### config.mk
export PLATFORM = sky130hd
export DESIGN_NAME = v4n_lane_scale
export DESIGN_NICKNAME = d
export VERILOG_FILES = /design/src/sv/v4n_pkg.sv /design/src/sv/v4n_lane_scale.sv
export SDC_FILE = /design/constraint.sdc
export NUM_CORES = 2
export LEC_CHECK = 0
export BUFFER_PORTS_ARGS = -buffer_cell sky130_fd_sc_hd__buf_4
export CORE_MARGIN = 2
export CORE_UTILIZATION = 61
export CTS_BUF_LIST = sky130_fd_sc_hd__clkbuf_2
export DETAILED_ROUTE_END_ITERATION = 8
export PLACE_DENSITY = 0.9
export SKIP_LAST_GASP = 1
export SLEW_MARGIN = 25
export SYNTH_ARGS = -nofsm -noshare
export SYNTH_HDL_FRONTEND = slang
export SYNTH_SLANG_ARGS = --single-unit
export TNS_END_PERCENT = 20
### constraint.sdc
create_clock -name clk -period 7.4 [get_ports clk]
set_input_delay 0.37 -clock clk [delete_from_list [all_inputs] [get_ports clk]]
set_output_delay 0.37 -clock clk [all_outputs]
set_load 0.05 [all_outputs]
### src/sv/v4n_pkg.sv
// Shared constants, transaction types and control structs for vector4_normalize.
// No dependencies; every other file imports this package.
package v4n_pkg;

  localparam int COMPONENT_BITS = 16;
  localparam int UNIT_BITS      = 16;
  localparam int LANES          = 4;

  // the largest normalised magnitude lies in [2^29, 2^30]
  localparam int NORM_W        = 31;
  localparam int NORM_LOW_POS  = 29;
  localparam int NORM_HIGH_POS = 30;
  localparam int EXT_W   = (COMPONENT_BITS > NORM_W) ? COMPONENT_BITS : NORM_W;
  localparam int POS_W   = $clog2(COMPONENT_BITS);
  localparam int SHIFT_W = $clog2(NORM_LOW_POS + 1);

  localparam int SQ_W       = 2 * NORM_W - 1;
  localparam int PAIR_W     = SQ_W + 1;
  localparam int SUM_W      = SQ_W + 2;
  localparam int ROOT_STEPS = (SUM_W + 1) / 2;
  localparam int ROOT_W     = ROOT_STEPS;

  // reciprocal: floor((2^61 + floor(L/2)) / L)
  localparam int RECIP_NUM_POS  = 61;
  localparam int RECIP_W        = 33;
  localparam int RECIP_SEED_POS = RECIP_NUM_POS - RECIP_W;

  localparam int PROD_W    = NORM_W + RECIP_W;
  localparam int ROUND_POS = 46;
  localparam int U_W       = PROD_W - ROUND_POS;

  localparam logic [EXT_W-1:0]  NORM_HIGH  = EXT_W'(1) << NORM_HIGH_POS;
  localparam logic [ROOT_W-1:0] RECIP_SEED = ROOT_W'(1) << RECIP_SEED_POS;
  localparam logic [U_W-1:0]    U_MAX_NEG  = U_W'(1) << (UNIT_BITS - 1);
  localparam logic [U_W-1:0]    U_MAX_POS  = U_MAX_NEG - U_W'(1);

  typedef struct packed {
    logic signed [COMPONENT_BITS-1:0] comp_x;
    logic signed [COMPONENT_BITS-1:0] comp_y;
    logic signed [COMPONENT_BITS-1:0] comp_z;
    logic signed [COMPONENT_BITS-1:0] comp_w;
  } vec_in_t;

  typedef struct packed {
    logic signed [UNIT_BITS-1:0] unit_x;
    logic signed [UNIT_BITS-1:0] unit_y;
    logic signed [UNIT_BITS-1:0] unit_z;
    logic signed [UNIT_BITS-1:0] unit_w;
    logic                        zero_length;
  } vec_out_t;

  typedef struct packed {
    logic               right;
    logic [SHIFT_W-1:0] amt;
  } shift_ctrl_t;

  typedef struct packed {
    logic [LANES-1:0][NORM_W-1:0] mag;
    logic [LANES-1:0]             neg;
    logic                         zero;
  } meta_t;

endpackage

### src/sv/v4n_lane_scale.sv
// One component lane, back half: scale by the reciprocal, round, saturate, sign.
// Depends on v4n_pkg.
module v4n_lane_scale import v4n_pkg::*; (
  input  logic                 clk,
  input  logic                 en,
  input  logic [NORM_W-1:0]    norm_mag,
  input  logic                 neg,
  input  logic [RECIP_W-1:0]   recip,
  output logic [UNIT_BITS-1:0] unit
);

  logic [PROD_W-1:0]    prod;
  logic                 neg_q;
  logic [PROD_W-1:0]    rounded;
  logic [U_W-1:0]       u, u_sat, u_neg;
  logic [UNIT_BITS-1:0] unit_next;

  always_comb begin
    rounded = prod + (PROD_W'(1) << (ROUND_POS - 1));
    u       = rounded[PROD_W-1:ROUND_POS];
    if (neg_q) begin
      u_sat = (u > U_MAX_NEG) ? U_MAX_NEG : u;
    end else begin
      u_sat = (u > U_MAX_POS) ? U_MAX_POS : u;
    end
    u_neg     = ~u_sat + U_W'(1);
    unit_next = neg_q ? u_neg[UNIT_BITS-1:0] : u_sat[UNIT_BITS-1:0];
  end

  always_ff @(posedge clk) begin
    if (en) begin
      prod  <= norm_mag * recip;
      neg_q <= neg;
      unit  <= unit_next;
    end
  end

endmodule

# Word level (Yosys, flattened, before mapping)
# Index checks and enable logic that the tools add are counted.
# classes
n_mux	4
magnitude_cmp	2
n_bitwise	1
n_mul	1
addsub	2
# op_table
operator	n
adder 64 x 46 -> 64 bit (second input constant)	1
multiplier 31 x 33 -> 64 bit	1
two-way mux 16 bit	4
> comparator 18 x 15 -> 1 bit (second input constant)	1
> comparator 18 x 16 -> 1 bit (second input constant)	1
adder 16 x 1 -> 16 bit (second input constant)	1
inverter 16 bit	1
# word_totals
reg_bits	81
out_inout_bits	16
inputBits	67

# Longest topological paths before layout
# depth
ltp_word	7
depth_mapped	26

# Least setup slack after synthesis
# Ideal clock, no wire load.
# synth_path
path_kind	input to register
from	input recip[29]
to	register prod[61] (data pin)
stages	25
path_slack_ns	-0.074
setup_time_ns	0.255
arrival_time_ns	7.219
cell_sequence	clkbuf_1 > nand2_1 > fa_1 > inv_1 > fa_1 > fa_1 > inv_1 > fa_1 > inv_1 > fa_1 > fa_1 > fa_1 > inv_1 > fa_1 > inv_1 > ha_1 > and4_1 > and2_1 > a41o_1 > a221o_1 > a21oi_1 > o31a_1 > a21oi_1 > or4b_1 > and3_1
# synth_via
elab_chain_len	1
# synth_lines
item	line_no	rtl
start: declaration	v4n_lane_scale.sv:8	input logic [RECIP_W-1:0] recip,
multiplier 31 x 33 -> 64 bit	v4n_lane_scale.sv:32	prod <= norm_mag * recip;
end signal: assignment	v4n_lane_scale.sv:32	
end: declaration	v4n_lane_scale.sv:12	logic [PROD_W-1:0] prod;
# Every way passes these cells.
# A chain may end at the register's enable or synchronous reset.

# Worst setup path after layout
# layout_path
from	input recip[8]
to	register prod[61] (data pin)
# The elaborated chain is that of the path after synthesis.

==> impl_results.md <==
* Largest stage delay, worst path at around 0.63 ns
* Reg-to-reg startpoint: prod[46]$_DFFE_PP_
* Worst setup SP type: primary input
* Netlist cell types at 70
* Max Cap Violations at 0
* Vias after detailed routing at between 20000 and 30000
* Share of layout cells above drive strength 1 at about a tenth
* Initial antenna violation count at 3
* Routed len/inst at 19.5 microns
* RSZ-0062 raised after global routing: yes
* DRC Markers at 0
* Setup CP Type: primary input to flop
* Hold Path Sink: neg_q$_DFFE_PP_
* Max-slew violation count at 0
* Critical path, cell by cell: buf_4 > and2_1 > fa_1 > inv_1 > fa_1 > inv_1 > fa_1 > inv_1 > fa_1 > inv_1 > fa_1 > fa_1 > fa_2 > fa_1 > ha_1 > and3_1 > nand2_1 > or3_4 > a2111o_1 > a311o_1 > a21oi_2 > o211ai_1 > and3_1
* Synthesized area at approximately 34000 sq um
* Hold Crit Start: neg
* FF/Latch Area at 1080 sq um
* Critical Path AT at between 7 and 8 ns
* Hold Crit Class: primary input to flop
* CTS root buffer: clkbuf_2
* DP Wirelength at 77900 microns
* Reg2Reg Capture Point: unit[14]$_DFFE_PP_
* DR vias/cell at around 5.8
* Setup-failing EPs final at 0
* Area of the multi-input gates at 29000 sq um
* Die area at between 50000 and 60000 sq um
* Worst setup path startpoint: recip[8]
* Row cnt at 86
* Clock Path Buffers at 2
* Die Span X at 240 microns
* Slowest cell on crit path: fa_2
* Layout fillers at just under 4000
* Setup TNS Final at 0 ns
* Maximum clock frequency at roughly 140 MHz
* Shortest period the worst path allows at a little over 7 ns
* Total gr overflow at 0
* Syn Inst Count at about 3700
* Area Overhead vs Synth at 8.23%
* Final count of hold timing violations at 0
* Worst hold margin at 0.152 ns
* Seq cells post-synth at 36
* Largest net degree at the start of global routing at 37
* Async SR Flop Fraction at 0%
* Min-Delay Path Depth at 1
* Status: complete, no violations
* Core Region at roughly 55000 sq um
* Synth Warn # at 0
* First-pass iteration count of the detailed router at 6
* Port Buf Inserts at 82
* CTS tree: done
* Crit path max fanout at 23
* DRT iter0 DRCs at approximately 2300
* FF-to-FF setup slack at around 3.1 ns
* Vias in the first global route at 29594
* H-tree levels at 2
* CTS buffer count at 5
* Clock latency at the later pin of the worst-skew pair at 0.39 ns
* Synthesized Nets at 4939
* First-pass GRT wire length at roughly 150000 microns
* Mean Syn Cell Area at approximately 9.1 sq um
* Crit-path most repeated cell: fa_1
* Clock Skew at between 0.02 and 0.025 ns
* Clk slew on worst S/H paths at around 0.18 ns
* Least-Margin Pin Slew at approximately 0.84 ns
* Dominant synthesized flop cell: edfxtp_1
* Slew headroom at between 40% and 50%
* Clock Sinks at 36
* Register area share after synthesis at under 10%
* Worst EP required at about 7.6 ns
* Post-route antenna net violation count at 0
* Number of hold buffers added after cts at 0
* Final Cycle Share at a little over nine tenths
* Final wirelength at 89800 microns
* Nets at 5057
* Number of flops mapped to enable cells by yosys at 36
* Top Ports at 83
* Initial core utilization at around three fifths
* Tot GR Track Use at about a third
* Final RePlAce weighted congestion at 0.992
* Overall die height at roughly 240 microns
* Worst setup EP type: flop
* Cells on worst reg2reg path at 13
==> cell usage in the layout, fill, tap and decap left out, types with 13 or more instances in the layout <==
master / Yosys / layout
o21ai_0: 29 / 29
xor2_1: 13 / 13
xnor2_1: 22 / 22
a21o_1: 32 / 32
nand3_1: 17 / 17
inv_1: 844 / 844
a21oi_1: 57 / 54
ha_1: 256 / 255
fa_1: 894 / 893
and3_1: 15 / 15
and2_1: 431 / 429
edfxtp_1: 36 / 36
nor2_1: 43 / 43
nand2_1: 644 / 644
buf_4: 1 / 304
==> area by class of cell <==
class / count / share of cell area [%]
flip-flops and latches: 36 / 2.94
inverters: 844 / 8.61
repair buffers: 320 / 6.85
clock inverters: 2 / 0.0953
diodes: 3 / 0.0204
well taps: 748 / 2.54
clock buffers: 6 / 0.0817
multi-input cells: 2633 / 78.9
==> state kept, by name (all words and copies together), names as in the netlist <==
name / flops
neg_q: 1
prod: 19
unit: 16
==> routing by layer <==
| metal | wire, microns | vias up | GRT usage, % |
|---|---|---|---|
| met5 | 0 | - | 0 |
| met1 | 30300 | 13323 | 38.6 |
| met2 | 44800 | 1643 | 56.0 |
| li1 | - | 11134 | - |
| met3 | 8780 | 424 | 6.29 |
| met4 | 5880 | 0 | 17.9 |
==> logic make-up after synthesis <==
family | share of synthesized area [%]
muxes | 0.184
buffers and inverters | 11.7
adders and majority gates | 62.1
DFF | 3.18
and+or+nand+nor | 17.6
xor gates and xnor gates | 0.902
AOI/OAI and AO/OA | 4.37
==> cells in the mapped netlist, types with 3 or more instances <==
master / n / area share [%]
o211ai_1: 11 / 0.24
o21a_1: 6 / 0.13
a221oi_1: 3 / 0.077
buf_1: 3 / 0.033
a31o_2: 3 / 0.077
nor2b_1: 9 / 0.17
nand4_1: 11 / 0.20
or3_1: 7 / 0.13
nor4_1: 4 / 0.074
o21ai_0: 29 / 0.43
clkbuf_1: 200 / 2.2
edfxtp_1: 36 / 3.2
o21bai_1: 8 / 0.18
nand2b_1: 8 / 0.15
nand3_1: 17 / 0.25
nor2_1: 43 / 0.47
and2_1: 431 / 7.9
o2111ai_1: 3 / 0.077
inv_1: 844 / 9.3
o31a_1: 3 / 0.077
a211oi_1: 9 / 0.20
a22oi_1: 4 / 0.088
xnor2_1: 22 / 0.57
buf_2: 4 / 0.059
fa_1: 894 / 53
o31ai_1: 4 / 0.088
and3_1: 15 / 0.28
a211o_1: 3 / 0.077
a31oi_1: 11 / 0.20
and4_1: 10 / 0.26
xor2_1: 13 / 0.34
ha_1: 256 / 9.4
mux2i_1: 4 / 0.12
a21o_1: 32 / 0.71
nor3_1: 12 / 0.18
nand2_1: 644 / 7.1
a21oi_1: 57 / 0.84
==> metrics by stage <==
step                      cell area [sq um]  utilization, %  cells  setup slack [ns]
after floorplan                       34000               -   3722           0.00461
after global placement                36600            66.4   4580            -0.295
after detailed placement              36600            66.4   4580            -0.398
after CTS                             36700            66.5   4588          0.000570
after global routing                  36800            66.8   4592           -0.0736
final                                 36800            66.8   4592             0.128
==> critical path, delay by kind of cell <==
kind,cells,cell delay (ns)
buffers and inverters,5,0.44
AND/OR/NAND/NOR,5,1.02
AO/OA/AOI/OAI,4,1.13
adder cells (fa/ha/maj),9,4.43
==> repair_timing <==
| action | in CTS | in global routing |
|---|---|---|
| endpoints found under the setup margin | 0 | 9 |
| setup buffers | 0 | 1 |
| resized for setup | 0 | 25 |
==> how the worst max path moves through the flow <==
stage                               to  slack [ns]
CTS                 prod[63]$_DFFE_PP_      0.0006
global route        prod[62]$_DFFE_PP_       -0.07
finish              prod[61]$_DFFE_PP_        0.13
detailed placement  prod[63]$_DFFE_PP_       -0.40
global placement    prod[63]$_DFFE_PP_       -0.30
floorplan           prod[61]$_DFFE_PP_       0.005
Power is not shown: default switching activity piles up to over one toggle a cycle in this logic, so the estimate is an artifact.
