===== config.mk =====
export PLATFORM = sky130hd
export DESIGN_NAME = v4n_lane_front
export DESIGN_NICKNAME = d
export VERILOG_FILES = /design/src/sv/v4n_pkg.sv /design/src/sv/v4n_lane_front.sv
export SDC_FILE = /design/constraint.sdc
export NUM_CORES = 2
export LEC_CHECK = 0
export BUFFER_PORTS_ARGS = -buffer_cell sky130_fd_sc_hd__buf_2
export CORE_UTILIZATION = 50
export DETAILED_ROUTE_END_ITERATION = 10
export GPL_TIMING_DRIVEN = 0
export HOLD_SLACK_MARGIN = 0.1
export PLACE_DENSITY = 0.73
export RECOVER_POWER = 50
export SKIP_LAST_GASP = 1
export SLEW_MARGIN = 20
export SYNTH_ARGS = -nofsm -noshare
export SYNTH_HDL_FRONTEND = slang
export SYNTH_SLANG_ARGS = --single-unit

===== constraint.sdc =====
create_clock -name clk -period 9.25 [get_ports clk]
set_clock_uncertainty 0.2 [all_clocks]
set_input_delay 0.4625 -clock clk [delete_from_list [all_inputs] [get_ports clk]]
set_output_delay 0.4625 -clock clk [all_outputs]
set_load 0.01 [all_outputs]

===== src/sv/v4n_pkg.sv =====
// Shared constants, transaction types and control structs for vector4_normalize.
// No dependencies; every other file imports this package.
package v4n_pkg;

  localparam int COMPONENT_BITS = 16;
  localparam int UNIT_BITS      = 16;
  localparam int LANES          = 4;

  // the largest normalised magnitude lies in [2^29, 2^30]
  localparam int NORM_W        = 31;
  localparam int NORM_LOW_POS  = 29;
  localparam int NORM_HIGH_POS = 30;
  localparam int EXT_W   = (COMPONENT_BITS > NORM_W) ? COMPONENT_BITS : NORM_W;
  localparam int POS_W   = $clog2(COMPONENT_BITS);
  localparam int SHIFT_W = $clog2(NORM_LOW_POS + 1);

  localparam int SQ_W       = 2 * NORM_W - 1;
  localparam int PAIR_W     = SQ_W + 1;
  localparam int SUM_W      = SQ_W + 2;
  localparam int ROOT_STEPS = (SUM_W + 1) / 2;
  localparam int ROOT_W     = ROOT_STEPS;

  // reciprocal: floor((2^61 + floor(L/2)) / L)
  localparam int RECIP_NUM_POS  = 61;
  localparam int RECIP_W        = 33;
  localparam int RECIP_SEED_POS = RECIP_NUM_POS - RECIP_W;

  localparam int PROD_W    = NORM_W + RECIP_W;
  localparam int ROUND_POS = 46;
  localparam int U_W       = PROD_W - ROUND_POS;

  localparam logic [EXT_W-1:0]  NORM_HIGH  = EXT_W'(1) << NORM_HIGH_POS;
  localparam logic [ROOT_W-1:0] RECIP_SEED = ROOT_W'(1) << RECIP_SEED_POS;
  localparam logic [U_W-1:0]    U_MAX_NEG  = U_W'(1) << (UNIT_BITS - 1);
  localparam logic [U_W-1:0]    U_MAX_POS  = U_MAX_NEG - U_W'(1);

  typedef struct packed {
    logic signed [COMPONENT_BITS-1:0] comp_x;
    logic signed [COMPONENT_BITS-1:0] comp_y;
    logic signed [COMPONENT_BITS-1:0] comp_z;
    logic signed [COMPONENT_BITS-1:0] comp_w;
  } vec_in_t;

  typedef struct packed {
    logic signed [UNIT_BITS-1:0] unit_x;
    logic signed [UNIT_BITS-1:0] unit_y;
    logic signed [UNIT_BITS-1:0] unit_z;
    logic signed [UNIT_BITS-1:0] unit_w;
    logic                        zero_length;
  } vec_out_t;

  typedef struct packed {
    logic               right;
    logic [SHIFT_W-1:0] amt;
  } shift_ctrl_t;

  typedef struct packed {
    logic [LANES-1:0][NORM_W-1:0] mag;
    logic [LANES-1:0]             neg;
    logic                         zero;
  } meta_t;

endpackage


===== src/sv/v4n_lane_front.sv =====
// One component lane, front half: magnitude, common normalising shift, square.
// Depends on v4n_pkg; the shift control comes from v4n_merge.
module v4n_lane_front import v4n_pkg::*; (
  input  logic                      clk,
  input  logic                      en,
  input  logic [COMPONENT_BITS-1:0] comp,
  output logic [COMPONENT_BITS-1:0] mag,
  input  shift_ctrl_t               ctrl,
  output logic [NORM_W-1:0]         norm_mag,
  output logic                      neg,
  output logic [SQ_W-1:0]           square
);

  logic                      neg1, neg2, neg3;
  logic [COMPONENT_BITS-1:0] mag2;
  logic [NORM_W-1:0]         norm3;
  logic [EXT_W-1:0]          mag_ext;
  logic [NORM_W-1:0]         norm_next;
  logic [2*NORM_W-1:0]       sq_full;

  always_comb begin
    mag_ext   = EXT_W'(mag2);
    norm_next = ctrl.right ? NORM_W'(mag_ext >> 1) : NORM_W'(mag_ext << ctrl.amt);
    sq_full   = norm3 * norm3;
  end

  always_ff @(posedge clk) begin
    if (en) begin
      neg1     <= comp[COMPONENT_BITS-1];
      mag      <= comp[COMPONENT_BITS-1] ? (~comp + COMPONENT_BITS'(1)) : comp;
      mag2     <= mag;
      neg2     <= neg1;
      norm3    <= norm_next;
      neg3     <= neg2;
      square   <= sq_full[SQ_W-1:0];
      norm_mag <= norm3;
      neg      <= neg3;
    end
  end

endmodule


# Word-level counts from Yosys, hierarchy flattened

Cells that the tools add are included.

Reduce and logical (&&, ||, !) cells: 0
Bitwise logic cells: 1
Divide/modulo/power cells: 0
Mux-type cells: 2
Add/sub/neg operators: 1
Multipliers: 1
$lt $le $gt $ge: 0
Shift-type cells: 1
Eq/ne operators: 0

Operator list:

| cell                                          | count |
|---|---|
| multiplier 31 x 31 -> 61 bit                  | 1 |
| left shift 16 x 5 -> 31 bit                   | 1 |
| two-way mux 15 bit                            | 2 |
| adder 16 x 1 -> 16 bit, second input constant | 1 |
| inverter 16 bit                               | 1 |

Logic and storage cells: 17
Register bits after elaboration: 159
Memories: 0
Memory bits (read-only): 0
Bits in latches: 0
RAM bits: 0

# Logic depth before layout (Yosys ltp)

Depth in word-level cells: 3
Gate-level depth with buffers: 32

# Least setup slack after synthesis

OpenSTA, ideal clock, no wires.

Kind: flip-flop to flip-flop
From: reg norm3[18]
To: reg square[60], data pin
Data arrival time: 7.402 ns
Buffers on the path: 3
Required time: 8.787 ns
Slack: 1.385 ns
Stages on the path, launching flop included: 28
Setup time: 0.263 ns
Path through: edfxtp_1 -> clkbuf_1 -> clkbuf_1 -> nand2_1 -> fa_1 -> inv_1 -> fa_1 -> inv_1 -> fa_1 -> fa_1 -> inv_1 -> fa_1 -> fa_1 -> fa_1 -> inv_1 -> fa_1 -> inv_1 -> ha_1 -> buf_2 -> nand4_1 -> or3_1 -> a311oi_2 -> nor3_1 -> and3b_4 -> nor4b_4 -> o211ai_2 -> o41ai_2 -> xnor2_1

Longest elaborated chain between the ends: 1

Ends and longest elaborated chain:

| element                      | line                 | RTL |
|---|---|---|
| from (decl)                  | v4n_lane_front.sv:16 | `logic [NORM_W-1:0] norm3;` |
| from (signal assigned)       | v4n_lane_front.sv:33 | `norm3 <= norm_next;` |
| multiplier 31 x 31 -> 61 bit | v4n_lane_front.sv:24 | `sq_full = norm3 * norm3;` |
| net sq_full[60]              | v4n_lane_front.sv:19 | `logic [2*NORM_W-1:0] sq_full;` |
| to (signal assigned)         | v4n_lane_front.sv:35 | `square <= sq_full[SQ_W-1:0];` |
| to (decl)                    | v4n_lane_front.sv:11 | `output logic [SQ_W-1:0] square` |

The timed path passes the listed nets, and every way through them passes these cells.
A chain may end at the register's enable or synchronous reset.

# Worst setup path in the final report

From: reg norm3[7]
To: reg square[54], data pin

Same word-level chain as after synthesis.

==> key figures <==
Hold path
  • Cell count of the worst hold path: 2
  • Worst min path class: in -> reg

Job
  • Max cap viols: 1

Synthesis
  • Syn. warnings: 0
  • Post-Synthesis Cells: 3338
  • Top cell type's share of synthesized area: 45.02%
  • Asr flop ratio synth: 0%
  • Number of synthesized flops with an enable pin: 157
  • Syn Std Cell Area: 33310 um2
  • Area leader, netlist: fa_1
  • Top FF cell, synth: edfxtp_1
  • Syn_area_per_cell: 9.978 um2
  • Post-synthesis sequential area ratio: 14.15%
  • Top cells by area, synth: fa_1 (45%), edfxtp_1 (14%), inv_1 (11%)
  • Flops & latches, synth: roughly 160
  • Netlist cell types: 66
  • Synthesized Nets: 4377

Timing
  • Final setup fails: 0
  • Worst Max-Slew Pin Slew: 3.358 ns
  • Fin. Hold Viols: 0
  • Fin crit share: 98.13%
  • Setup_tns: 0 ns
  • Final Critical Period: 9.077 ns
  • Max Clock Freq: 110.2 MHz
  • Slew HR: -123.8%
  • Fin. max-slew vios: 59
  • Final hold slack: around 0.11 ns

Cells and area
  • Final Util: 54.99%
  • Commonest cells after routing, fill and taps aside: inv_1 (934), fa_1 (749), nand2_1 (326)
  • Layout cell share with drive strength beyond 1: 9.140%
  • Syn-to-layout area delta: 8.741%
  • # nets final: approximately 4600
  • Non-filler cells, final: roughly 4400
  • Most common cell after layout, fill and taps aside: inv_1

Route
  • Routed Antenna Nets: 0
  • Avg WL per Cell: 22.28 um
  • Routed vias/inst: 5.411
  • DRC errors left: 0
  • Drt first pass iters: 6
  • Via count: 23816
  • Drt total wl: approximately 98 mm
  • DR iter-0 viols: 2140

Outcome
  • Status: finished, violations left
  • Failing checks: max-capacitance violations, max-slew violations

Floorplanning
  • Chip Height: approximately 260 um
  • Full die area: 67650 um2
  • Die Wd: 260.1 um
  • I/O pin total: ~130
  • Starting Density: 50.57%
  • Placeable Area: 65860 um2
  • FP Rows: 94

CTS
  • Clock Pin Slew Worst Setup and Hold Paths: 0.08 ns
  • Worst-Skew Late Latency: around 0.46 ns
  • CTS Sinks: 157
  • H-Tree Depth: 4
  • TritonCTS clock tree: built
  • Clk root buf: clkbuf_16
  • Bufs on Longest Clock Path: 2
  • CTS Buf Count: 17

Placed design
  • Placer Congestion: 1.035
  • Placed Cells incl. Taps: 4333
  • DP Wirelength: 80.97 mm
  • PortBufs: 130

Setup path
  • Critical path class: reg -> reg
  • WP data arrival: 9.08 ns
  • Worst setup EP type: register
  • Critical path peak fanout: 10
  • Register-to-Register Path Depth: 27
  • Startpoint types: register
  • Required time of the worst setup path: 9.25 ns

Global routing
  • First-pass GRT wire length: 151.6 mm
  • Largest net degree at the start of global routing: 100
  • Gr usage total: between 30 and 40%
  • Initial antenna violation count: 3
  • Grt ovf: 0
  • Vias in the first global route: 25611
==> worst max-delay path: stages, from the launching register on <==
cell,delay (ns)
edfxtp_1,0.45
clkbuf_1,0.72
nand2_1,0.23
inv_1,0.12
fa_1,0.45
fa_1,0.54
inv_1,0.05
fa_1,0.57
inv_1,0.07
fa_1,0.51
inv_1,0.06
fa_1,0.53
inv_1,0.05
fa_1,0.47
fa_1,0.51
fa_1,0.41
ha_1,0.28
buf_2,0.18
nand2_1,0.14
nor4_1,0.53
a21oi_1,0.14
o211ai_1,0.14
a31oi_2,0.19
o311ai_1,0.49
and3b_1,0.28
o221ai_2,0.16
o21ai_0,0.24
xnor2_1,0.12
==> worst paths after layout <==
kind,start,end,slack [ns]
min reg2reg,neg3$_DFFE_PP_,neg$_DFFE_PP_,0.22
max,norm3[7]$_DFFE_PP_,square[54]$_DFFE_PP_,0.17
max reg2reg,norm3[7]$_DFFE_PP_,square[54]$_DFFE_PP_,0.17
min,comp[9],mag[9]$_DFFE_PP_,0.11
==> registers in the layout, indices dropped and copies added (netlist names) <==
register  flops
mag          16
mag2         16
square       59
neg1          1
neg3          1
neg           1
neg2          1
norm3        31
norm_mag     31
==> through the flow <==
stage / setup WS (ns) / area (um2)
final: 0.1731 / 36220
after detailed placement: -1.402 / 35080
after CTS: 0.004611 / 36000
after floorplan: 1.385 / 33310
after global placement: -1.321 / 35040
after global routing: -0.01040 / 36210
==> kinds of logic (layout without fill, tap and decap cells) <==
family / Yosys count / count (layout) / synth area share (%)
mux: 26 / 26 / 0.8602
compound gates: 263 / 263 / 5.079
xor+xnor: 94 / 94 / 2.472
fa+ha+maj: 1015 / 1015 / 55.01
flops: 157 / 157 / 14.15
other cells: 1 / 4 / 0.01126
buf+inv: 1062 / 1258 / 12.05
simple gates: 720 / 720 / 10.36
==> cells in the mapped netlist, drive strengths merged, types with 8 or more instances <==
cell type,instances
a211oi,9
a21o,30
a21oi,83
a22o,9
a22oi,11
a31oi,10
and2,194
buf,17
clkbuf,107
edfxtp,157
fa,749
ha,266
inv,935
mux2,11
mux2i,14
nand2,326
nand2b,9
nand3,15
nand4,16
nor2,101
nor2b,19
nor3,10
o21ai,54
o21bai,12
o31ai,9
or3,8
xnor2,57
xor2,37
==> area by class of cell <==
type                            count  area [um2]
Clock inverter                     15       173.9
Fill cell                        5813       29640
Tap cell                          864        1081
Multi-Input combinational cell   2119       24620
Buffer                            115       618.1
Antenna cell                        3       7.507
Sequential cell                   157        4715
Clock buffer                       17       425.4
Inverter                          938        3526
Timing Repair Buffer              173        1052
==> layer usage <==
| metal | up-vias | global-route usage, % | part of all wire, % |
|---|---|---|---|
| li1 | 10305 | - | - |
| met3 | 337 | 6.910 | 9.9 |
| met4 | 0 | 15.59 | 6.4 |
| met2 | 1252 | 48.37 | 46 |
| met1 | 11922 | 39.53 | 38 |
| met5 | - | 0 | 0 |
==> timing repair <==
| action | CTS | global route |
|---|---|---|
| hold buffers | 4 | 0 |
| endpoints found under the hold margin | 4 | 0 |
| resized for setup | 75 | 81 |
| cloned | 0 | 0 |
| pin swaps | 0 | 1 |
| setup buffers | 21 | 17 |
| endpoints found under the setup margin | 28 | 10 |
Power is not shown: default switching activity piles up to over one toggle a cycle in this logic, so the estimate is an artifact.
