File: config.mk
export PLATFORM = sky130hd
export DESIGN_NAME = v4n_merge
export DESIGN_NICKNAME = d
export VERILOG_FILES = /design/src/sv/v4n_pkg.sv /design/src/sv/v4n_merge.sv
export SDC_FILE = /design/constraint.sdc
export NUM_CORES = 1
export LEC_CHECK = 0
export BUFFER_PORTS_ARGS = -buffer_cell sky130_fd_sc_hd__buf_2
export CELL_PAD_IN_SITES_DETAIL_PLACEMENT = 0
export CELL_PAD_IN_SITES_GLOBAL_PLACEMENT = 2
export CORE_MARGIN = 3
export CORE_UTILIZATION = 35
export DETAILED_ROUTE_END_ITERATION = 10
export PLACE_DENSITY = 0.84
export RECOVER_POWER = 25
export SYNTH_ARGS = -nofsm -noshare
export SYNTH_HDL_FRONTEND = slang
export SYNTH_SLANG_ARGS = --single-unit
File: constraint.sdc
create_clock -name clk -period 3.4 [get_ports clk]
set_input_delay 0.34 -clock clk [delete_from_list [all_inputs] [get_ports clk]]
set_output_delay 0.34 -clock clk [all_outputs]
set_load 0.01 [all_outputs]
File: src/sv/v4n_pkg.sv
// Shared constants, transaction types and control structs for vector4_normalize.
// No dependencies; every other file imports this package.
package v4n_pkg;

  localparam int COMPONENT_BITS = 16;
  localparam int UNIT_BITS      = 16;
  localparam int LANES          = 4;

  // the largest normalised magnitude lies in [2^29, 2^30]
  localparam int NORM_W        = 31;
  localparam int NORM_LOW_POS  = 29;
  localparam int NORM_HIGH_POS = 30;
  localparam int EXT_W   = (COMPONENT_BITS > NORM_W) ? COMPONENT_BITS : NORM_W;
  localparam int POS_W   = $clog2(COMPONENT_BITS);
  localparam int SHIFT_W = $clog2(NORM_LOW_POS + 1);

  localparam int SQ_W       = 2 * NORM_W - 1;
  localparam int PAIR_W     = SQ_W + 1;
  localparam int SUM_W      = SQ_W + 2;
  localparam int ROOT_STEPS = (SUM_W + 1) / 2;
  localparam int ROOT_W     = ROOT_STEPS;

  // reciprocal: floor((2^61 + floor(L/2)) / L)
  localparam int RECIP_NUM_POS  = 61;
  localparam int RECIP_W        = 33;
  localparam int RECIP_SEED_POS = RECIP_NUM_POS - RECIP_W;

  localparam int PROD_W    = NORM_W + RECIP_W;
  localparam int ROUND_POS = 46;
  localparam int U_W       = PROD_W - ROUND_POS;

  localparam logic [EXT_W-1:0]  NORM_HIGH  = EXT_W'(1) << NORM_HIGH_POS;
  localparam logic [ROOT_W-1:0] RECIP_SEED = ROOT_W'(1) << RECIP_SEED_POS;
  localparam logic [U_W-1:0]    U_MAX_NEG  = U_W'(1) << (UNIT_BITS - 1);
  localparam logic [U_W-1:0]    U_MAX_POS  = U_MAX_NEG - U_W'(1);

  typedef struct packed {
    logic signed [COMPONENT_BITS-1:0] comp_x;
    logic signed [COMPONENT_BITS-1:0] comp_y;
    logic signed [COMPONENT_BITS-1:0] comp_z;
    logic signed [COMPONENT_BITS-1:0] comp_w;
  } vec_in_t;

  typedef struct packed {
    logic signed [UNIT_BITS-1:0] unit_x;
    logic signed [UNIT_BITS-1:0] unit_y;
    logic signed [UNIT_BITS-1:0] unit_z;
    logic signed [UNIT_BITS-1:0] unit_w;
    logic                        zero_length;
  } vec_out_t;

  typedef struct packed {
    logic               right;
    logic [SHIFT_W-1:0] amt;
  } shift_ctrl_t;

  typedef struct packed {
    logic [LANES-1:0][NORM_W-1:0] mag;
    logic [LANES-1:0]             neg;
    logic                         zero;
  } meta_t;

endpackage

File: src/sv/v4n_merge.sv
// Merge stage over the four lanes: common shift from the OR of magnitudes,
// zero detect, and the registered sum of squares. Depends on v4n_pkg.
module v4n_merge import v4n_pkg::*; (
  input  logic                                  clk,
  input  logic                                  rst,
  input  logic                                  en,
  input  logic                                  vec_valid,
  input  logic [LANES-1:0][COMPONENT_BITS-1:0]  mag,
  output shift_ctrl_t                           ctrl,
  input  logic [LANES-1:0][NORM_W-1:0]          norm_mag,
  input  logic [LANES-1:0]                      neg,
  input  logic [LANES-1:0][SQ_W-1:0]            square,
  output logic                                  sum_valid,
  output logic [SUM_W-1:0]                      sum,
  output meta_t                                 sum_meta
);

  logic [COMPONENT_BITS-1:0] mag_or;
  logic                      big;
  logic [POS_W-1:0]          lead;
  shift_ctrl_t               ctrl_next;
  logic                      zero2, zero3, zero4;
  logic [PAIR_W-1:0]         pair0, pair1;
  meta_t                     meta5;
  logic [5:0]                vld;

  always_comb begin
    mag_or = '0;
    big    = 1'b0;
    for (int i = 0; i < LANES; i++) begin
      mag_or |= mag[i];
      big    |= (EXT_W'(mag[i]) > NORM_HIGH);
    end
    lead = '0;
    for (int b = 0; b < COMPONENT_BITS; b++) begin
      if (mag_or[b]) lead = b[POS_W-1:0];
    end
    ctrl_next.right = big;
    ctrl_next.amt   = (SHIFT_W'(lead) < SHIFT_W'(NORM_LOW_POS)) ?
                      SHIFT_W'(NORM_LOW_POS) - SHIFT_W'(lead) : '0;
  end

  always_ff @(posedge clk) begin
    if (en) begin
      ctrl           <= ctrl_next;
      zero2          <= (mag_or == '0);
      zero3          <= zero2;
      zero4          <= zero3;
      pair0          <= PAIR_W'(square[0]) + PAIR_W'(square[1]);
      pair1          <= PAIR_W'(square[2]) + PAIR_W'(square[3]);
      meta5.mag      <= norm_mag;
      meta5.neg      <= neg;
      meta5.zero     <= zero4;
      sum            <= SUM_W'(pair0) + SUM_W'(pair1);
      sum_meta       <= meta5;
    end
  end

  always_ff @(posedge clk) begin
    if (rst) begin
      vld <= '0;
    end else if (en) begin
      vld <= {vld[4:0], vec_valid};
    end
  end

  assign sum_valid = vld[5];

endmodule

# Yosys cells after proc, flatten, opt, wreduce, memory -nomap -nowiden
# Cells that the tools add are included.
[op_classes] add_sub_neg=4 n_lt_le_gt_ge=5 mux=15 bitwise_logic=6 reduce_logical=1
[op_table] operator="$add 61x61->62" count=2
[op_table] operator="$gt 16x31->1 const B" count=4
[op_table] operator="$add 62x62->63" count=1
[op_table] operator="$mux 4" count=12
[op_table] operator="$or 16x16->16" count=3
[op_table] operator="$logic_not 16->1" count=1
[op_table] operator="$lt 4x5->1 const B" count=1
[op_table] operator="$sub 5x4->5 const A" count=1
[op_table] operator="$mux 2" count=2
[op_table] operator="$or 1x1->1" count=3
[op_table] operator="$mux 1" count=1
[totals] ff_bits=460 in_bits=440 out_inout_bits=199 elab_cells=52

# Longest topological paths before layout
# Gate-level depths: netlist (run 1).
[logic_depth] word_depth=19 depth_mapped=13 ltp_nobuf=13

# Worst setup path after synthesis (run 1)
# Ideal clock, no wire load.
[synth_timing] path_type="reg2reg" startpoint="register pair0[0]" endpoint="register sum[56], data pin" setup_time_ps=258 t_arrival_ps=2887 required_time_ps=3142 slack_ps=255 stages_incl_launch_ff=14 path_buffers=0 synth_period_minus_slack_ps=3145 cell_sequence="edfxtp_1 ha_1 inv_1 fa_1 nand2b_1 a21o_1 a211oi_2 a221oi_2 o2111ai_1 a31oi_2 o41ai_2 a221o_1 a21oi_1 xnor2_1"
[synth_via] elab_chain_cells=1
[synth_rtl] element="from (decl)" line="v4n_merge.sv:23" source="logic [PAIR_W-1:0] pair0, pair1;"
[synth_rtl] element="from (signal assigned)" line="v4n_merge.sv:49" source="pair0 <= PAIR_W'(square[0]) + PAIR_W'(square[1]);"
[synth_rtl] element="$add 62x62->63" line="v4n_merge.sv:54" source="sum <= SUM_W'(pair0) + SUM_W'(pair1);"
[synth_rtl] element="to (signal assigned)" line="v4n_merge.sv:54"
[synth_rtl] element="to (decl)" line="v4n_merge.sv:14" source="output logic [SUM_W-1:0] sum,"
# No other way between the ends.
# A chain may end at the register's enable or synchronous reset.

# Worst setup path after layout (run 1)
[layout_timing] startpoint="register pair0[3]" endpoint="register sum[60], data pin"
# Same word-level chain as after synthesis.

==> reports/results.tsv, run 1 <==
metric	value	unit
setup_violations	0	
busiest_layer	met2	
max_freq	300	MHz
final_cell_area	0.0330	mm²
rsz0062_at_grt	yes	
grt_pass1_wl	116000	µm
violations	max-capacitance violations, max-slew violations	
yosysTopAreaCell	edfxtp_1	
slowest_delay	410	ps
vias	19828	
regToRegStartpoint	pair0[3]	
synth_fa_ha_area_share	9.72	%
dp.cells	3721	
yosys.area_share.simple	8.94	%
row_count	96	
syn_area	0.0244	mm²
drive_above_1_share	30.4	%
clk_pin_slew	60	ps
synthMuxAreaShare	0.246	%
syn_inst	2031	
yosys_warnings	0	
worst_slew_pin_slew	3000	ps
antenna_found_initial	12	
grt_use_total	20.4	%
cts_made_buffers	49	
layout_common_cells	buf_2, edfxtp_1, a21oi_1	
cts_sinks	459	
grt-ovfl-total	0	
min_from	vec_valid	
synth_top_family_by_area	compound AO/OA/AOI/OAI gates	
slew_violations	100	
fin_crit	3330	ps
synth_compound_area_share	17.1	%
use_met3	3.21	%
gp_congestion	0.948	
drt-wirelength-per-cell	19.7	µm
grtUsageMet1	26.8	%
cp.arrival	3640	ps
drtIter0Drc	1362	
cpMaxStageDelayCell	a221o_1	
synth_flop_cell	edfxtp_1	
drc_errors	0	
firstDrtPassIters	5	
ir_drop	0.000385	V
syn_nets	2659	
tritoncts	yes	
crit_start	pair0[3]	
setup-tns-final	0	ps
place_ws	-307	ps
postLayoutSetupSlackWorst	72.1	ps
slew_headroom	-100	%
syn-mean-instance-area	12.0	µm²
synthArstFlopShare	0	%
fin_skew	38.1	ps
vias_per_cell	5.02	
yosys.area_share.xor_xnor	6.06	%
initial_core_util	35.5	%
mostFrequentLayoutCell	buf_2	
hpwl	62300	µm
required	3710	ps
ys_types	72	
path_cells	ha_1, o211ai_1, a21o_1, a211oi_2, buf_4, a221oi_4, o2111ai_4, a31oi_4, o41ai_4, a221o_1, a221oi_2, xnor2_1	
power_density	568	mW/mm²
synth_top_cell_area_share	55.7	%
portBuffers	637	
leakage	14.1	nW
cts-root-buf	clkbuf_16	
yosys-top-cells-area	edfxtp_1, ha_1, xnor2_1	
nNetsFinal	3601	
maxCapViolCount	1	
ys_ff_latch	459	
clk_latency	600	ps
cts_max_level	2	
final.period_utilization	97.9	%
dieHeight	270	µm
dieArea	0.0730	mm²
area_growth	35.0	%
place_area	0.0300	mm²
clockBufferDepth	3	
io_pins	639	
final-hold-violation-count	0	
first_global_vias	19961	
grt_max_degree	106	
crit_fanout	4	
ys_seq_area_share	56.2	%
endpoint_kind	flop	
critPathLaunchType	flop	
synth_edf_count	453	
status	finished with violations	
hp-class	in -> reg	
criticalPathCategory	reg -> reg	
core_area	0.0688	mm²
drt-total-wl	77800	µm
final_antenna_net_count	0	
instances_no_fill	3951	
power	18.7	mW
die_w	270	µm
grt_use_met2	34.8	%
## stage by stage
stage	utilization, %	hold slack, ps
6_report	47.9	32.2
5_1_grt	47.9	43.2
4_1_cts	47.8	0.563
3_5_place_dp	43.6	405
3_3_place_gp	43.6	400
2_1_floorplan	-	400
## layer usage
metal / part of all wire (%) / routed length [µm] / vias to the layer above
met1: 44 / 34200 / 9414
met4: 2.6 / 2010 / 2
met2: 48 / 37500 / 615
li1: - / - / 9685
met5: 0.017 / 13 / -
met3: 5.3 / 4100 / 112
## synthesized netlist by cell type, drive strengths merged (7+ instances only)
library cell / instances
a211oi: 24
a21boi: 10
a21o: 117
a21oi: 191
a221o: 9
a221oi: 11
a31oi: 27
and2: 7
and3: 16
buf: 10
clkbuf: 46
edfxtp: 453
ha: 185
inv: 57
nand2: 139
nand2b: 21
nand3: 35
nand4: 38
nor2: 116
nor2b: 21
nor3: 29
nor4: 19
o211ai: 20
o21a: 21
o21ai: 119
o21bai: 28
o31ai: 11
o41ai: 7
xnor2: 108
xor2: 61
## layout make-up
type / count / area, µm²
Inverter: 57 / 214
Multi-Input combinational cell: 1459 / 10400
Clock buffer: 57 / 1260
Antenna cell: 8 / 20.0
Clock inverter: 33 / 355
Fill cell: 6316 / 35800
Sequential cell: 459 / 13700
Timing Repair Buffer: 947 / 5890
Tap cell: 931 / 1160
## state kept, by name (all words and copies together), names as in the netlist
signal / cells
ctrl: 5
meta5: 129
pair0: 62
pair1: 62
sum: 63
sum_meta: 129
vld: 6
zero2: 1
zero3: 1
zero4: 1
## worst max-delay path: cells and delay by family (launching register included)
kind                       cells  cell delay (ps)
DFF                            1              380
AOI/OAI and AO/OA              9             2050
adders and majority gates      1              340
xor gates and xnor gates       1              100
buffers and inverters          1              160
## power breakdown
group	total [mW]	internal [mW]	switching (mW)
Combinational	5.84	2.50	3.33
Sequential	7.58	7.30	0.280
Clock	5.32	3.12	2.20
Total	18.7	12.9	5.82
## worst paths after layout
check | endpoint | slack, ps | cells after the start
max | sum[60] | 70 | 12
min | vld[0] | 30 | 3
max reg2reg | sum[60] | 70 | 12
min reg2reg | sum_meta[93] | 410 | 0
## repair_timing
action / in CTS / in global routing
setup buffers: 0 / 3
pin swaps: 1 / 7
hold buffers: 129 / 0
endpoints found under the setup margin: 6 / 12
gates resized for setup: 4 / 16
hold endpoints to repair: 134 / 0
## kinds of logic (layout without fill, tap and decap cells)
kind of cell | after synthesis | after routing
muxes | 6 | 6
and+or+nand+nor | 458 | 458
other | 1 | 9
buffers and inverters | 113 | 1094
xor gates and xnor gates | 169 | 169
AOI/OAI and AO/OA | 637 | 637
DFF | 459 | 459
adders and majority gates | 188 | 188
(Power assumes the default switching activity.)
==> run 2: changes to the inputs <==
--- a/config.mk
+++ b/config.mk
@@ -5,12 +5,13 @@
 export SDC_FILE = /design/constraint.sdc
 export NUM_CORES = 1
 export LEC_CHECK = 0
-export BUFFER_PORTS_ARGS = -buffer_cell sky130_fd_sc_hd__buf_2
+export BUFFER_PORTS_ARGS = -buffer_cell sky130_fd_sc_hd__buf_4
 export CELL_PAD_IN_SITES_DETAIL_PLACEMENT = 0
 export CELL_PAD_IN_SITES_GLOBAL_PLACEMENT = 2
 export CORE_MARGIN = 3
 export CORE_UTILIZATION = 35
 export DETAILED_ROUTE_END_ITERATION = 10
+export GPL_TIMING_DRIVEN = 0
 export PLACE_DENSITY = 0.84
 export RECOVER_POWER = 25
 export SYNTH_ARGS = -nofsm -noshare
==> run 2 against run 1 <==
  * The flow still finishes with violations (max-capacitance violations, max-slew violations)
  * Wire length barely moved
  * Critical endpoint unchanged
  * Die area did not move
  * Register-to-register slack got worse by 60 ps
  * Sequential power barely moved
  * Critical path depth rose by 1
==> reports/results.tsv, run 2 (synthesized netlist as in run 1, its figures left out) <==
metric	value	unit	change
critPathLaunchType	flop		
slew_violations	106		+6.0%
vias_per_cell	5.06		+0.86%
clk_latency	590	ps	about the same
reg.largest.list	meta5: 129 flops, sum_meta: 129 flops, sum: 63 flops		
grt_use_total	20.5	%	+0.047 points
ir_drop	0.000408	V	+6.1%
violations	max-capacitance violations, max-slew violations		
io_pins	639		unchanged
fin_skew	18.3	ps	-19.9 ps
row_count	96		unchanged
vias	19451		-1.9%
portBuffers	637		unchanged
endpoint_kind	flop		
leakage	14.0	nW	-0.66%
rsz0062_at_grt	yes		
gp_congestion	0.900		-5.1%
area_growth	38.3	%	
dieHeight	270	µm	unchanged
dieArea	0.0730	mm²	unchanged
antenna_found_initial	4		-8
grt_max_degree	128		+21%
mostFrequentLayoutCell	buf_4		
crit_fanout	3		-1
cts_max_level	2		unchanged
power_density	556	mW/mm²	-2.1%
initial_core_util	35.5	%	unchanged
cts-root-buf	clkbuf_16		
setup_violations	0		unchanged
criticalPathCategory	reg -> reg		
cts_made_buffers	49		unchanged
slew_headroom	-80.9	%	+19 points
grt_pass1_wl	118000	µm	+0.95%
cp.arrival	3720	ps	+80 ps
drive_above_1_share	28.0	%	-2.4 points
tritoncts	yes		
worst_slew_pin_slew	2710	ps	-291 ps
die_w	270	µm	unchanged
grt-ovfl-total	0		unchanged
utilization	49.1	%	+1.2 points
maxCapViolCount	1		unchanged
first_global_vias	19718		-1.2%
drtIter0Drc	1228		-9.8%
drt-wirelength-per-cell	20.3	µm	+2.8%
core_area	0.0688	mm²	unchanged
final.period_utilization	99.6	%	+1.7 points
nNetsFinal	3497		-2.9%
hpwl	61300	µm	-1.6%
dp.cells	3602		-3.2%
fin_crit	3390	ps	+58.9 ps
drc_errors	0		unchanged
place_area	0.0305	mm²	+1.6%
clockBufferDepth	3		unchanged
layout_common_cells	buf_4, edfxtp_1, a21oi_1		
hp-class	in -> reg		
instances_no_fill	3843		-2.7%
final_antenna_net_count	0		unchanged
status	finished with violations		
power	18.8	mW	+0.22%
cts_sinks	459		unchanged
max_freq	295	MHz	-1.7%
drt-total-wl	77800	µm	about the same
firstDrtPassIters	5		unchanged
final_cell_area	0.0338	mm²	+2.4%
required	3730	ps	+20 ps
clk_pin_slew	60	ps	about the same
final-hold-violation-count	0		unchanged
run 2: cell types whose count changed in the layout (fill, tap and decap cells not counted), moves of 4 or more:
cell / previous run / this run
o21ai_2: 0 / 4
clkbuf_4: 0 / 126
nor2_1: 116 / 112
buf_4: 175 / 530
diode_2: 8 / 4
a21oi_1: 186 / 182
clkbuf_1: 25 / 57
buf_12: 6 / 0
ha_1: 184 / 180
o21ai_0: 109 / 104
buf_2: 619 / 9
nor2_2: 0 / 4
run 2: per-stage QoR:
step	hold WS [ps]	setup TNS, ps	setup WS, ps
final	135	0	13.2
after global routing	112	-7260	-83.3
after CTS	76.1	-271	-99.5
after detailed placement	405	-17220	-714
after global placement	400	-649300	-1570
after floorplan	400	0	255
run 2: what timing repair did:
item,CTS,global route
hold endpoints to repair,136,0
resized for setup,28,37
setup buffers,11,12
hold buffers,132,0
endpoints found under the setup margin,21,31
pin swaps,17,25
run 2: per-layer routing:
metal	global-route usage, %	part of all wire [%]	vias to the layer above
li1	-	-	9475
met5	0	0	-
met2	35.2	49	579
met4	5.15	2.1	0
met3	2.98	4.8	85
met1	27.2	44	9312
run 2: final cells by class:
| class | count | area [µm²] |
|---|---|---|
| antenna | 4 | 10.0 |
| buffer | 49 | 200 |
| clock buffer | 66 | 1310 |
| clock inverter | 24 | 238 |
| fill | 6173 | 35000 |
| inverter | 57 | 214 |
| multi-input combinational | 1459 | 10600 |
| sequential | 459 | 13700 |
| tap | 931 | 1160 |
| timing repair buffer | 794 | 6340 |
run 2: critical path, cell delays in order, from the launching register on:
cell and delay, ps:
edfxtp_1 370, ha_2 200, inv_2 40, fa_2 340
nand2b_4 160, a21o_4 230, a211oi_4 270, a221oi_4 140
o2111ai_2 310, a31oi_4 160, o41ai_4 350, a221o_1 320
a221oi_2 100, xnor2_1 130
run 2: final timing paths:
kind	from	endpoint	slack [ps]	depth (start not counted)
min	mag[62]	ctrl[0]	140	3
max reg2reg	pair0[0]	sum[60]	10	13
min reg2reg	meta5[89]	sum_meta[89]	410	0
max	pair0[0]	sum[60]	10	13
run 2: power by group:
part           internal (mW)  switching [mW]  total [mW]
clock network           2.96            2.22        5.18
registers               7.30           0.264        7.57
logic                   2.63            3.41        6.04
